### src/wmmcd_pkg.sv
// shared types, constants and the lane table of the min/max column decimator
`timescale 1ns / 1ps
`default_nettype none
package wmmcd_pkg;

    localparam int LANE_SPAN   = 200;
    localparam int GAIN_MARGIN = 10;

    localparam int NC_W      = 3;
    localparam int FPC_W     = 16;
    localparam int CFG_W     = 16;
    localparam int COLUMN_W  = 10;
    localparam int CHANNEL_W = 3;
    localparam int ROW_W     = 9;
    localparam int LANE_W    = 8;
    localparam int CENTRE_W  = 10;
    localparam int OUT_W     = 32;

    typedef enum logic [0:0] {
        CFG_NUM_CHANNELS      = 1'b0,
        CFG_FRAMES_PER_COLUMN = 1'b1
    } t_cfg_index;

    // what the row mapper needs besides the two peaks
    typedef struct packed {
        logic [COLUMN_W-1:0]  column;
        logic [CHANNEL_W-1:0] channel;
        logic [CENTRE_W-1:0]  centre;
        logic [LANE_W-1:0]    gain;
    } t_bar_req;

    // one finished peak bar, column in the lowest bits
    typedef struct packed {
        logic [ROW_W-1:0]     bottom_row;
        logic [ROW_W-1:0]     top_row;
        logic [CHANNEL_W-1:0] channel;
        logic [COLUMN_W-1:0]  column;
    } t_bar;

    // lane height in rows for a given channel count (count already clamped to 1..8)
    function automatic logic [LANE_W-1:0] lane_height(input logic [NC_W:0] n);
        logic [LANE_W-1:0] h;
        case (n)
            4'd1:    h = LANE_W'(LANE_SPAN / 1);
            4'd2:    h = LANE_W'(LANE_SPAN / 2);
            4'd3:    h = LANE_W'(LANE_SPAN / 3);
            4'd4:    h = LANE_W'(LANE_SPAN / 4);
            4'd5:    h = LANE_W'(LANE_SPAN / 5);
            4'd6:    h = LANE_W'(LANE_SPAN / 6);
            4'd7:    h = LANE_W'(LANE_SPAN / 7);
            4'd8:    h = LANE_W'(LANE_SPAN / 8);
            default: h = LANE_W'(LANE_SPAN / 1);
        endcase
        return h;
    endfunction

endpackage
`default_nettype wire

### src/wmmcd_row_map.sv
// two-stage mapping of a bin's peaks onto the top and bottom pixel rows
`timescale 1ns / 1ps
`default_nettype none
module wmmcd_row_map #(
    parameter int SAMPLE_BITS = 16
) (
    input  logic                       i_clk,
    input  logic                       i_rst_n,
    input  logic                       i_valid,
    input  wmmcd_pkg::t_bar_req        i_req,
    input  logic signed [SAMPLE_BITS-1:0] i_max,
    input  logic signed [SAMPLE_BITS-1:0] i_min,
    output logic                       o_valid,
    output wmmcd_pkg::t_bar            o_bar
);
    import wmmcd_pkg::*;

    localparam int PROD_W = SAMPLE_BITS + LANE_W + 1;
    localparam int SH_W   = PROD_W - (SAMPLE_BITS - 1);

    logic                     r_p_valid;
    t_bar_req                 r_p_req;
    logic signed [PROD_W-1:0] r_p_max;
    logic signed [PROD_W-1:0] r_p_min;

    logic signed [SH_W-1:0]   sh_max;
    logic signed [SH_W-1:0]   sh_min;
    logic signed [CENTRE_W:0] row_top;
    logic signed [CENTRE_W:0] row_bot;
    logic signed [CENTRE_W:0] row_bot_adj;
    logic signed [LANE_W:0]   gain_s;

    t_bar r_bar;
    t_bar n_bar;
    logic r_valid;

    assign gain_s = $signed({1'b0, i_req.gain});

    always_ff @(posedge i_clk) begin
        if (!i_rst_n) begin
            r_p_valid <= 1'b0;
        end else begin
            r_p_valid <= i_valid;
        end
        r_p_req <= i_req;
        r_p_max <= PROD_W'(i_max) * PROD_W'(gain_s);
        r_p_min <= PROD_W'(i_min) * PROD_W'(gain_s);
    end

    // floor of the product over 2^(SAMPLE_BITS-1) is the upper slice
    always_comb begin
        sh_max      = r_p_max[PROD_W-1:SAMPLE_BITS-1];
        sh_min      = r_p_min[PROD_W-1:SAMPLE_BITS-1];
        row_top     = $signed({1'b0, r_p_req.centre}) - (CENTRE_W + 1)'(sh_max);
        row_bot     = $signed({1'b0, r_p_req.centre}) - (CENTRE_W + 1)'(sh_min);
        row_bot_adj = (row_top == row_bot) ? row_bot - (CENTRE_W + 1)'(1) : row_bot;
        n_bar.column     = r_p_req.column;
        n_bar.channel    = r_p_req.channel;
        n_bar.top_row    = row_top[ROW_W-1:0];
        n_bar.bottom_row = row_bot_adj[ROW_W-1:0];
    end

    always_ff @(posedge i_clk) begin
        if (!i_rst_n) begin
            r_valid <= 1'b0;
        end else begin
            r_valid <= r_p_valid;
        end
        r_bar <= n_bar;
    end

    assign o_valid = r_valid;
    assign o_bar   = r_bar;

    a_rows_differ: assert property (@(posedge i_clk) disable iff (!i_rst_n)
        o_valid |-> o_bar.top_row != o_bar.bottom_row)
        else $error("peak bar has equal top and bottom rows");

endmodule
`default_nettype wire

### src/waveform_min_max_column_decimator.sv
// top level: sample counters, per-channel peak memory, row mapping and result queue
//
//  channel  dir  handshake                       payload
//  s_axis   in   i_s_axis_tvalid/o_s_axis_tready tdata: sample; tuser: restart
//  m_axis   out  o_m_axis_tvalid/i_m_axis_tready tdata: column, channel, top, bottom row
//  cfg      in   i_cfg_we                        i_cfg_index, i_cfg_wdata
//
// one sample a cycle while the input is ready; a result passes through peak memory
// read, read-modify-write and two row-mapping stages, then waits in an 8-deep queue.
// synchronous reset clears counters, valid flags and the queue; no clearing pass.
// the input stalls only when the queue plus results in flight reach 8 beats.
`timescale 1ns / 1ps
`default_nettype none
module waveform_min_max_column_decimator #(
    parameter int COLUMNS      = 960,
    parameter int MAX_CHANNELS = 6,
    parameter int SAMPLE_BITS  = 16
) (
    input  logic                                i_clk,
    input  logic                                i_rst_n,
    // sample [SAMPLE_BITS-1:0], zero padding above
    input  logic [((SAMPLE_BITS + 7) / 8) * 8-1:0] i_s_axis_tdata,
    // restart [0]
    input  logic                                i_s_axis_tuser,
    input  logic                                i_s_axis_tvalid,
    output logic                                o_s_axis_tready,
    // column [9:0], channel [12:10], top_row [21:13], bottom_row [30:22], zero [31]
    output logic [wmmcd_pkg::OUT_W-1:0]         o_m_axis_tdata,
    output logic                                o_m_axis_tvalid,
    input  logic                                i_m_axis_tready,
    input  logic                                i_cfg_we,
    input  wmmcd_pkg::t_cfg_index               i_cfg_index,
    input  logic [wmmcd_pkg::CFG_W-1:0]         i_cfg_wdata
);
    import wmmcd_pkg::*;

    localparam int COL_W    = $clog2(COLUMNS + 1);
    localparam int CH_AW    = (MAX_CHANNELS > 1) ? $clog2(MAX_CHANNELS) : 1;
    localparam int PK_W     = 2 * SAMPLE_BITS;
    localparam int Q_DEPTH  = 8;
    localparam int Q_AW     = 3;

    // configuration
    logic [NC_W-1:0]  r_num_channels;
    logic [FPC_W-1:0] r_frames;
    logic [NC_W:0]    nc_eff;

    always_ff @(posedge i_clk) begin
        if (!i_rst_n) begin
            r_num_channels <= NC_W'(1);
            r_frames       <= FPC_W'(1);
        end else if (i_cfg_we) begin
            case (i_cfg_index)
                CFG_NUM_CHANNELS:      r_num_channels <= i_cfg_wdata[NC_W-1:0];
                CFG_FRAMES_PER_COLUMN: r_frames       <= i_cfg_wdata[FPC_W-1:0];
                default:               r_num_channels <= r_num_channels;
            endcase
        end
    end

    always_comb begin
        if (r_num_channels == '0) begin
            nc_eff = (NC_W + 1)'(1);
        end else if ({1'b0, r_num_channels} > (NC_W + 1)'(MAX_CHANNELS)) begin
            nc_eff = (NC_W + 1)'(MAX_CHANNELS);
        end else begin
            nc_eff = {1'b0, r_num_channels};
        end
    end

    // position counters
    logic [CHANNEL_W-1:0] r_ch_pos, n_ch_pos;
    logic [FPC_W-1:0]     r_frame, n_frame;
    logic [COL_W-1:0]     r_col, n_col;
    logic [Q_AW:0]        r_used;

    logic                 accept, restart, ignore, take;
    logic [CHANNEL_W-1:0] ch_pos_eff, ch;
    logic [FPC_W-1:0]     frame_eff;
    logic [COL_W-1:0]     col_eff;
    logic                 first, last, chan_end;
    logic signed [SAMPLE_BITS-1:0] sample;

    assign o_s_axis_tready = (r_used != (Q_AW + 1)'(Q_DEPTH));
    assign accept  = i_s_axis_tvalid && o_s_axis_tready;
    assign restart = i_s_axis_tuser;
    assign sample  = $signed(i_s_axis_tdata[SAMPLE_BITS-1:0]);

    always_comb begin
        ch_pos_eff = restart ? '0 : r_ch_pos;
        frame_eff  = restart ? '0 : r_frame;
        col_eff    = restart ? '0 : r_col;
        ignore     = (col_eff >= COL_W'(COLUMNS));
        ch         = ({1'b0, ch_pos_eff} >= nc_eff) ? '0 : ch_pos_eff;
        first      = (frame_eff == '0);
        last       = ({1'b0, frame_eff} + (FPC_W + 1)'(1)) >= {1'b0, r_frames};
        chan_end   = ({1'b0, ch} + (CHANNEL_W + 1)'(1)) >= nc_eff;
        take       = accept && !ignore;
        n_ch_pos   = ch_pos_eff;
        n_frame    = frame_eff;
        n_col      = col_eff;
        if (!ignore) begin
            if (chan_end) begin
                n_ch_pos = '0;
                if (last) begin
                    n_frame = '0;
                    n_col   = col_eff + COL_W'(1);
                end else begin
                    n_frame = frame_eff + FPC_W'(1);
                end
            end else begin
                n_ch_pos = ch + CHANNEL_W'(1);
            end
        end
    end

    always_ff @(posedge i_clk) begin
        if (!i_rst_n) begin
            r_ch_pos <= '0;
            r_frame  <= '0;
            r_col    <= '0;
        end else if (accept) begin
            r_ch_pos <= n_ch_pos;
            r_frame  <= n_frame;
            r_col    <= n_col;
        end
    end

    // peak memory: {max, min} per channel, registered read
    logic [PK_W-1:0]         peak_mem [MAX_CHANNELS];
    logic [MAX_CHANNELS-1:0] r_ent_vld;
    logic [PK_W-1:0]         r_rd_data;
    logic                    r_rd_vld;

    logic                          r1_valid, r1_first, r1_last;
    logic [CHANNEL_W-1:0]          r1_ch;
    logic [COLUMN_W-1:0]           r1_col;
    logic signed [SAMPLE_BITS-1:0] r1_sample;

    logic                          wr_en;
    logic [CH_AW-1:0]              wr_addr;
    logic signed [SAMPLE_BITS-1:0] old_max, old_min, new_max, new_min;

    logic                          r_fw_valid;
    logic [CH_AW-1:0]              r_fw_addr;
    logic [PK_W-1:0]               r_fw_data;

    assign wr_en   = r1_valid;
    assign wr_addr = r1_ch[CH_AW-1:0];

    always_ff @(posedge i_clk) begin
        if (take) begin
            r_rd_data <= peak_mem[ch[CH_AW-1:0]];
            r_rd_vld  <= r_ent_vld[ch[CH_AW-1:0]];
        end
        if (wr_en) begin
            peak_mem[wr_addr] <= {new_max, new_min};
        end
    end

    // a restart drops every stored peak; it wins over a write in the same cycle
    always_ff @(posedge i_clk) begin
        if (!i_rst_n) begin
            r_ent_vld <= '0;
        end else if (accept && restart) begin
            r_ent_vld <= '0;
        end else if (wr_en) begin
            r_ent_vld[wr_addr] <= 1'b1;
        end
    end

    always_ff @(posedge i_clk) begin
        if (!i_rst_n) begin
            r1_valid <= 1'b0;
        end else begin
            r1_valid <= take;
        end
        r1_first  <= first;
        r1_last   <= last;
        r1_ch     <= ch;
        r1_col    <= COLUMN_W'(col_eff);
        r1_sample <= sample;
    end

    // the read issued while the previous beat was writing sees stale data
    always_comb begin
        if (r_fw_valid && (r_fw_addr == r1_ch[CH_AW-1:0])) begin
            old_max = r_fw_data[PK_W-1:SAMPLE_BITS];
            old_min = r_fw_data[SAMPLE_BITS-1:0];
        end else if (r_rd_vld) begin
            old_max = r_rd_data[PK_W-1:SAMPLE_BITS];
            old_min = r_rd_data[SAMPLE_BITS-1:0];
        end else begin
            old_max = '0;
            old_min = '0;
        end
        if (r1_first) begin
            new_max = r1_sample;
            new_min = r1_sample;
        end else begin
            new_max = (r1_sample > old_max) ? r1_sample : old_max;
            new_min = (r1_sample < old_min) ? r1_sample : old_min;
        end
    end

    always_ff @(posedge i_clk) begin
        if (!i_rst_n) begin
            r_fw_valid <= 1'b0;
        end else begin
            r_fw_valid <= wr_en;
        end
        r_fw_addr <= wr_addr;
        r_fw_data <= {new_max, new_min};
    end

    // lane geometry and the finished bin go to the row mapper
    logic [LANE_W-1:0]   lane;
    logic [11:0]         centre_full;
    t_bar_req            r2_req, n2_req;
    logic                r2_valid;
    logic signed [SAMPLE_BITS-1:0] r2_max, r2_min;

    always_comb begin
        lane           = lane_height(nc_eff);
        centre_full    = 12'(lane) * 12'({r1_ch, 1'b1});
        n2_req.column  = r1_col;
        n2_req.channel = r1_ch;
        n2_req.centre  = centre_full[CENTRE_W-1:0];
        n2_req.gain    = lane - LANE_W'(GAIN_MARGIN);
    end

    always_ff @(posedge i_clk) begin
        if (!i_rst_n) begin
            r2_valid <= 1'b0;
        end else begin
            r2_valid <= r1_valid && r1_last;
        end
        r2_req <= n2_req;
        r2_max <= new_max;
        r2_min <= new_min;
    end

    logic row_valid;
    t_bar row_bar;

    wmmcd_row_map #(
        .SAMPLE_BITS (SAMPLE_BITS)
    ) u_row_map (
        .i_clk   (i_clk),
        .i_rst_n (i_rst_n),
        .i_valid (r2_valid),
        .i_req   (r2_req),
        .i_max   (r2_max),
        .i_min   (r2_min),
        .o_valid (row_valid),
        .o_bar   (row_bar)
    );

    // result queue; slots are reserved at accept so the pipeline never stalls
    t_bar            res_q [Q_DEPTH];
    logic [Q_AW-1:0] r_wr_ptr, r_rd_ptr;
    logic [Q_AW:0]   r_q_cnt;
    logic            pop;

    assign pop = o_m_axis_tvalid && i_m_axis_tready;

    always_ff @(posedge i_clk) begin
        if (row_valid) begin
            res_q[r_wr_ptr] <= row_bar;
        end
    end

    always_ff @(posedge i_clk) begin
        if (!i_rst_n) begin
            r_wr_ptr <= '0;
            r_rd_ptr <= '0;
            r_q_cnt  <= '0;
            r_used   <= '0;
        end else begin
            if (row_valid) begin
                r_wr_ptr <= r_wr_ptr + Q_AW'(1);
            end
            if (pop) begin
                r_rd_ptr <= r_rd_ptr + Q_AW'(1);
            end
            r_q_cnt <= r_q_cnt + (Q_AW + 1)'(row_valid) - (Q_AW + 1)'(pop);
            r_used  <= r_used + (Q_AW + 1)'(take && last) - (Q_AW + 1)'(pop);
        end
    end

    assign o_m_axis_tvalid = (r_q_cnt != '0);
    assign o_m_axis_tdata  = OUT_W'(res_q[r_rd_ptr]);

    a_used_bound: assert property (@(posedge i_clk) disable iff (!i_rst_n)
        r_used <= (Q_AW + 1)'(Q_DEPTH))
        else $error("result reservations exceed queue depth");

    a_queue_within_reserved: assert property (@(posedge i_clk) disable iff (!i_rst_n)
        r_q_cnt <= r_used)
        else $error("queue holds more beats than were reserved");

    a_no_overflow: assert property (@(posedge i_clk) disable iff (!i_rst_n)
        row_valid |-> (r_q_cnt != (Q_AW + 1)'(Q_DEPTH)) || pop)
        else $error("result pushed into a full queue");

    a_channel_bound: assert property (@(posedge i_clk) disable iff (!i_rst_n)
        r_ch_pos < CHANNEL_W'(MAX_CHANNELS) || MAX_CHANNELS == 8)
        else $error("channel position beyond channel count");

    a_bar_follows_last: assert property (@(posedge i_clk) disable iff (!i_rst_n)
        r2_valid |-> $past(r1_valid && r1_last))
        else $error("row mapping started without a finished bin");

endmodule
`default_nettype wire

### config.mk
export PLATFORM = sky130hd
export DESIGN_NAME = waveform_min_max_column_decimator
export DESIGN_NICKNAME = d
export VERILOG_FILES = /design/src/wmmcd_pkg.sv /design/src/wmmcd_row_map.sv /design/src/waveform_min_max_column_decimator.sv
export SDC_FILE = /design/constraint.sdc
export NUM_CORES = 2
export LEC_CHECK = 0
export BUFFER_PORTS_ARGS = -buffer_cell sky130_fd_sc_hd__clkbuf_2
export CAP_MARGIN = 20
export CORE_AREA = 2 2 293 295
export CTS_BUF_LIST = sky130_fd_sc_hd__clkbuf_2
export CTS_CLUSTER_DIAMETER = 30
export CTS_CLUSTER_SIZE = 24
export DETAILED_ROUTE_END_ITERATION = 10
export DIE_AREA = 0 0 295 297
export REMOVE_ABC_BUFFERS = 1
export SLEW_MARGIN = 0
export SYNTH_ARGS = -nofsm -noshare
export SYNTH_HDL_FRONTEND = slang
export SYNTH_SLANG_ARGS = --single-unit
### constraint.sdc
create_clock -name i_clk -period 6.9 [get_ports i_clk]
set_input_delay 1.38 -clock i_clk [delete_from_list [all_inputs] [get_ports i_clk]]
set_output_delay 1.38 -clock i_clk [all_outputs]
set_load 0.02 [all_outputs]
==> impl_metrics.ini <==
[run_status]
status = completed

[setup_path]
required_ns = 8.14
r2r_end = u_row_map.r_p_max[24]
start_kind = register
cp_max_fo = 20
end_kind = register
path_class = reg2reg
r2r_setup_slack_ns = 1.33
critPathArrivalTime_ns = 6.81
r2r-start = r2_req[3]
reg2reg_depth = 17

[die]
pin_count = 73
rows = 107
die_h_um = 297
die_w_um = 295
initial_core_util_pct = 44.51
core_region_area_um2 = 84480
dieArea_um2 = 87620

[finish]
syn_to_final_growth_pct = 9.653
fillers = 7527
design_area_um2 = 41230
stdcell_count = 4482
fin_nets = 3673
drive_gt1_share_pct = 15.29

[pwr]
p_clk_share_pct = 20.1
power_frac_comb_pct = 46.4
ir_drop_v = 0.0002285
power_density_nw_per_um2 = 392.7
swShare_pct = 39.02
p_sw_mw = 6.319
leakage_nw = 17.26
p_int_mw = 9.874
power_frac_seq_pct = 33.5

[yosys]
synth_flop_cell = edfxtp_1
ys_seq_area_share_pct = 50.71
muxShareOfSynthArea_pct = 6.652
synthXorXnorAreaFrac_pct = 2.163
synth-compound-area-share_pct = 6.439
synth.area.top_cells = edfxtp_1, dfxtp_1, fa_1, ha_1, inv_1
yosys_warnings = 0
synth_simple_gate_area_share_pct = 10.69
syn_avg_cell_area_um2 = 12.15
synth_top_cell_area_share_pct = 37.77
synth_top_area_cell = edfxtp_1
syn_area_um2 = 37600
synth_edf_count = 473
ys_ff_latch = 716
synth-async-reset-ratio_pct = 0
synthMostInstantiatedCell = edfxtp_1
syn_inst = 3094
synth_top_family_by_area = adder cells
synth.distinct_cells = 85
synthTopCellsByCount = edfxtp_1, inv_1, nand2_1, dfxtp_1, fa_1
synthAdderAreaFrac_pct = 18.16

[sta]
max_freq_ghz = 0.1796
tns_ns = 0
grt_setup_unrepaired = no
finalMaxSlewViolations = 0
min_period_ns = 5.568
hold_slack_ns = 0.2245
fin_skew_ns = 0.1183
finalHoldViolations = 0
final.period_utilization_pct = 80.69
setup_viol = 0
maxSlewHeadroom_pct = 35.86
tightestPinTransition_ns = 0.9621

[clocking]
cts_buffers = 137
worst_skew_pair.late_latency_ns = 1.33
clk_pin_slew_ns = 0.14
htreeDepth = 4
clock_path_buffers = 3
ctsResizeCount = 0
clock-sinks = 716
cts_tree = yes
cts_root_buf = clkbuf_2

[worst_hold_path]
hold_depth = 1
worstHoldStart = i_s_axis_tdata[6]
worstHoldPathType = in2reg
hold_end = r1_sample[6]

[global_routing]
antenna_found_initial = 3
grt.overflow.total = 0
grt_pass1_vias = 24780
grt_max_degree = 70
track_usage_pct = 19.26
grt_pass1_wl_um = 132500

[place]
dp_hpwl_um = 54690
place_congestion = 0.8438
io_buffers = 71
placedCellCount = 4220
place_area_um2 = 39310

[route]
ant_nets = 0
drt-pass1-iter-count = 5
drt_iter0_drc = 1505
viasPerCell = 5.207
wl_per_cell_um = 18.37
wl_um = 82330
vias = 23340
drc = 0

[run]
max-cap-violations = 0
-- stage by stage --
| step | power (mW) | utilization (%) | setup slack (ns) |
|---|---|---|---|
| 6_report | 16.19 | 48.81 | 1.332 |
| 5_1_grt | 17.61 | 48.80 | 0.8195 |
| 4_1_cts | 16.42 | 48.80 | 1.310 |
| 3_5_place_dp | 13.10 | 46.53 | 1.263 |
| 3_3_place_gp | 12.84 | 46.53 | 1.454 |
| 2_1_floorplan | 11.26 | - | -2.001 |
-- critical path, stage by stage, from the launching register on --
cell and delay [ns]:
dfxtp_1 0.81, buf_4 0.30, and2_1 0.16, fa_1 0.43, fa_1 0.47, fa_1 0.54, inv_1 0.05, fa_1 0.53
inv_1 0.04, ha_1 0.33, and4_1 0.23, a41oi_1 0.23, o21ai_0 0.17, o2111ai_1 0.35, a21oi_1 0.17, o32a_1 0.40
a21oi_1 0.18, xnor2_1 0.13
-- layer usage --
metal / global-route usage [%] / part of all wire, % / vias up
met4: 6.560 / 2.1 / 2
met5: 0 / 0.016 / -
met2: 32.01 / 49 / 580
met3: 3.273 / 4.6 / 143
met1: 25.55 / 45 / 11670
li1: - / - / 10940
-- power groups by stage --
stage               clock network [mW]  registers [mW]  logic [mW]
floorplan                            0            5.42        5.84
global placement                     0            5.51        7.33
detailed placement                   0            5.53        7.57
CTS                               3.37            5.44        7.62
global route                      3.54            5.49        8.58
finish                            3.25            5.43        7.51
-- placed cells by master (no fill, tap or decap), types with 14 or more instances in the layout --
cell          n
nor2_1       73
bufinv_16    20
dfxtp_1     241
xor2_1       40
ha_1        197
a21o_1       29
o21a_1       19
clkinvlp_4   15
nand4_1      18
clkinv_2     25
mux4_2       62
and2_1      161
nor3_1       15
a32oi_1      14
inv_1       374
nand3_1      37
mux2i_1      71
a31oi_1      37
clkbuf_2    232
and3_1       41
nand2_1     346
xnor2_1      51
edfxtp_1    473
o21ai_0      59
nand2b_1     23
mux2_2       35
buf_4        46
fa_1        218
nor2b_1      21
a21oi_1     159
-- how the worst max path moves through the flow --
stage                      start                    end  cells after the start
6_report               r2_req[3]  u_row_map.r_p_max[24]                     17
5_1_grt        r_num_channels[1]             r_frame[2]                     20
4_1_cts                 register     o_m_axis_tdata[21]                      4
3_5_place_dp      i_s_axis_tuser             r_frame[2]                     19
3_3_place_gp      i_s_axis_tuser              r_used[3]                     23
2_1_floorplan     i_s_axis_tuser             r_frame[2]                     16
-- area by class of cell --
class,count,area (um^2),share of cell area (%)
Sequential cell,716,19070,46.26
Tap cell,1144,1431,3.472
Clock inverter,94,1069,2.592
Multi-Input combinational cell,1865,16680,40.47
Inverter,378,1419,3.441
Antenna cell,3,7.507,0.01821
Clock buffer,161,805.8,1.954
Timing Repair Buffer,121,740.7,1.796
-- kinds of logic (layout without fill, tap and decap cells) --
group           Yosys count  after routing
flops                   716            716
other cells               1              4
compound gates          386            386
fa+ha+maj               415            415
xor+xnor                 92             92
mux                     168            168
buf+inv                 513            754
simple gates            803            803
-- timing repair --
| item | CTS | global route |
|---|---|---|
| hold buffers | 4 | 0 |
| setup endpoints to repair | 0 | 0 |
| buffers inserted | 0 | 0 |
| endpoints found under the hold margin | 4 | 0 |
-- state kept, by name, indices dropped and copies added, names as in the netlist, 3 cells and up, named ones only --
name               cells
r_rd_ptr               3
r_rd_data             32
u_row_map.r_p_max     10
r_q_cnt                4
u_row_map.r_p_min     10
r_ent_vld              6
r_wr_ptr               3
r1_ch                  3
r_col                 10
u_row_map.n_bar       13
r_ch_pos               3
res_q                248
r2_max                16
u_row_map.o_bar       31
r2_min                15
r1_col                10
r1_sample             16
u_row_map.r_p_req     10
r_frames              16
r_num_channels         3
r_used                 4
r2_req                30
peak_mem             192
r_frame               16
Note: power is estimated with default switching activity, not from simulation.
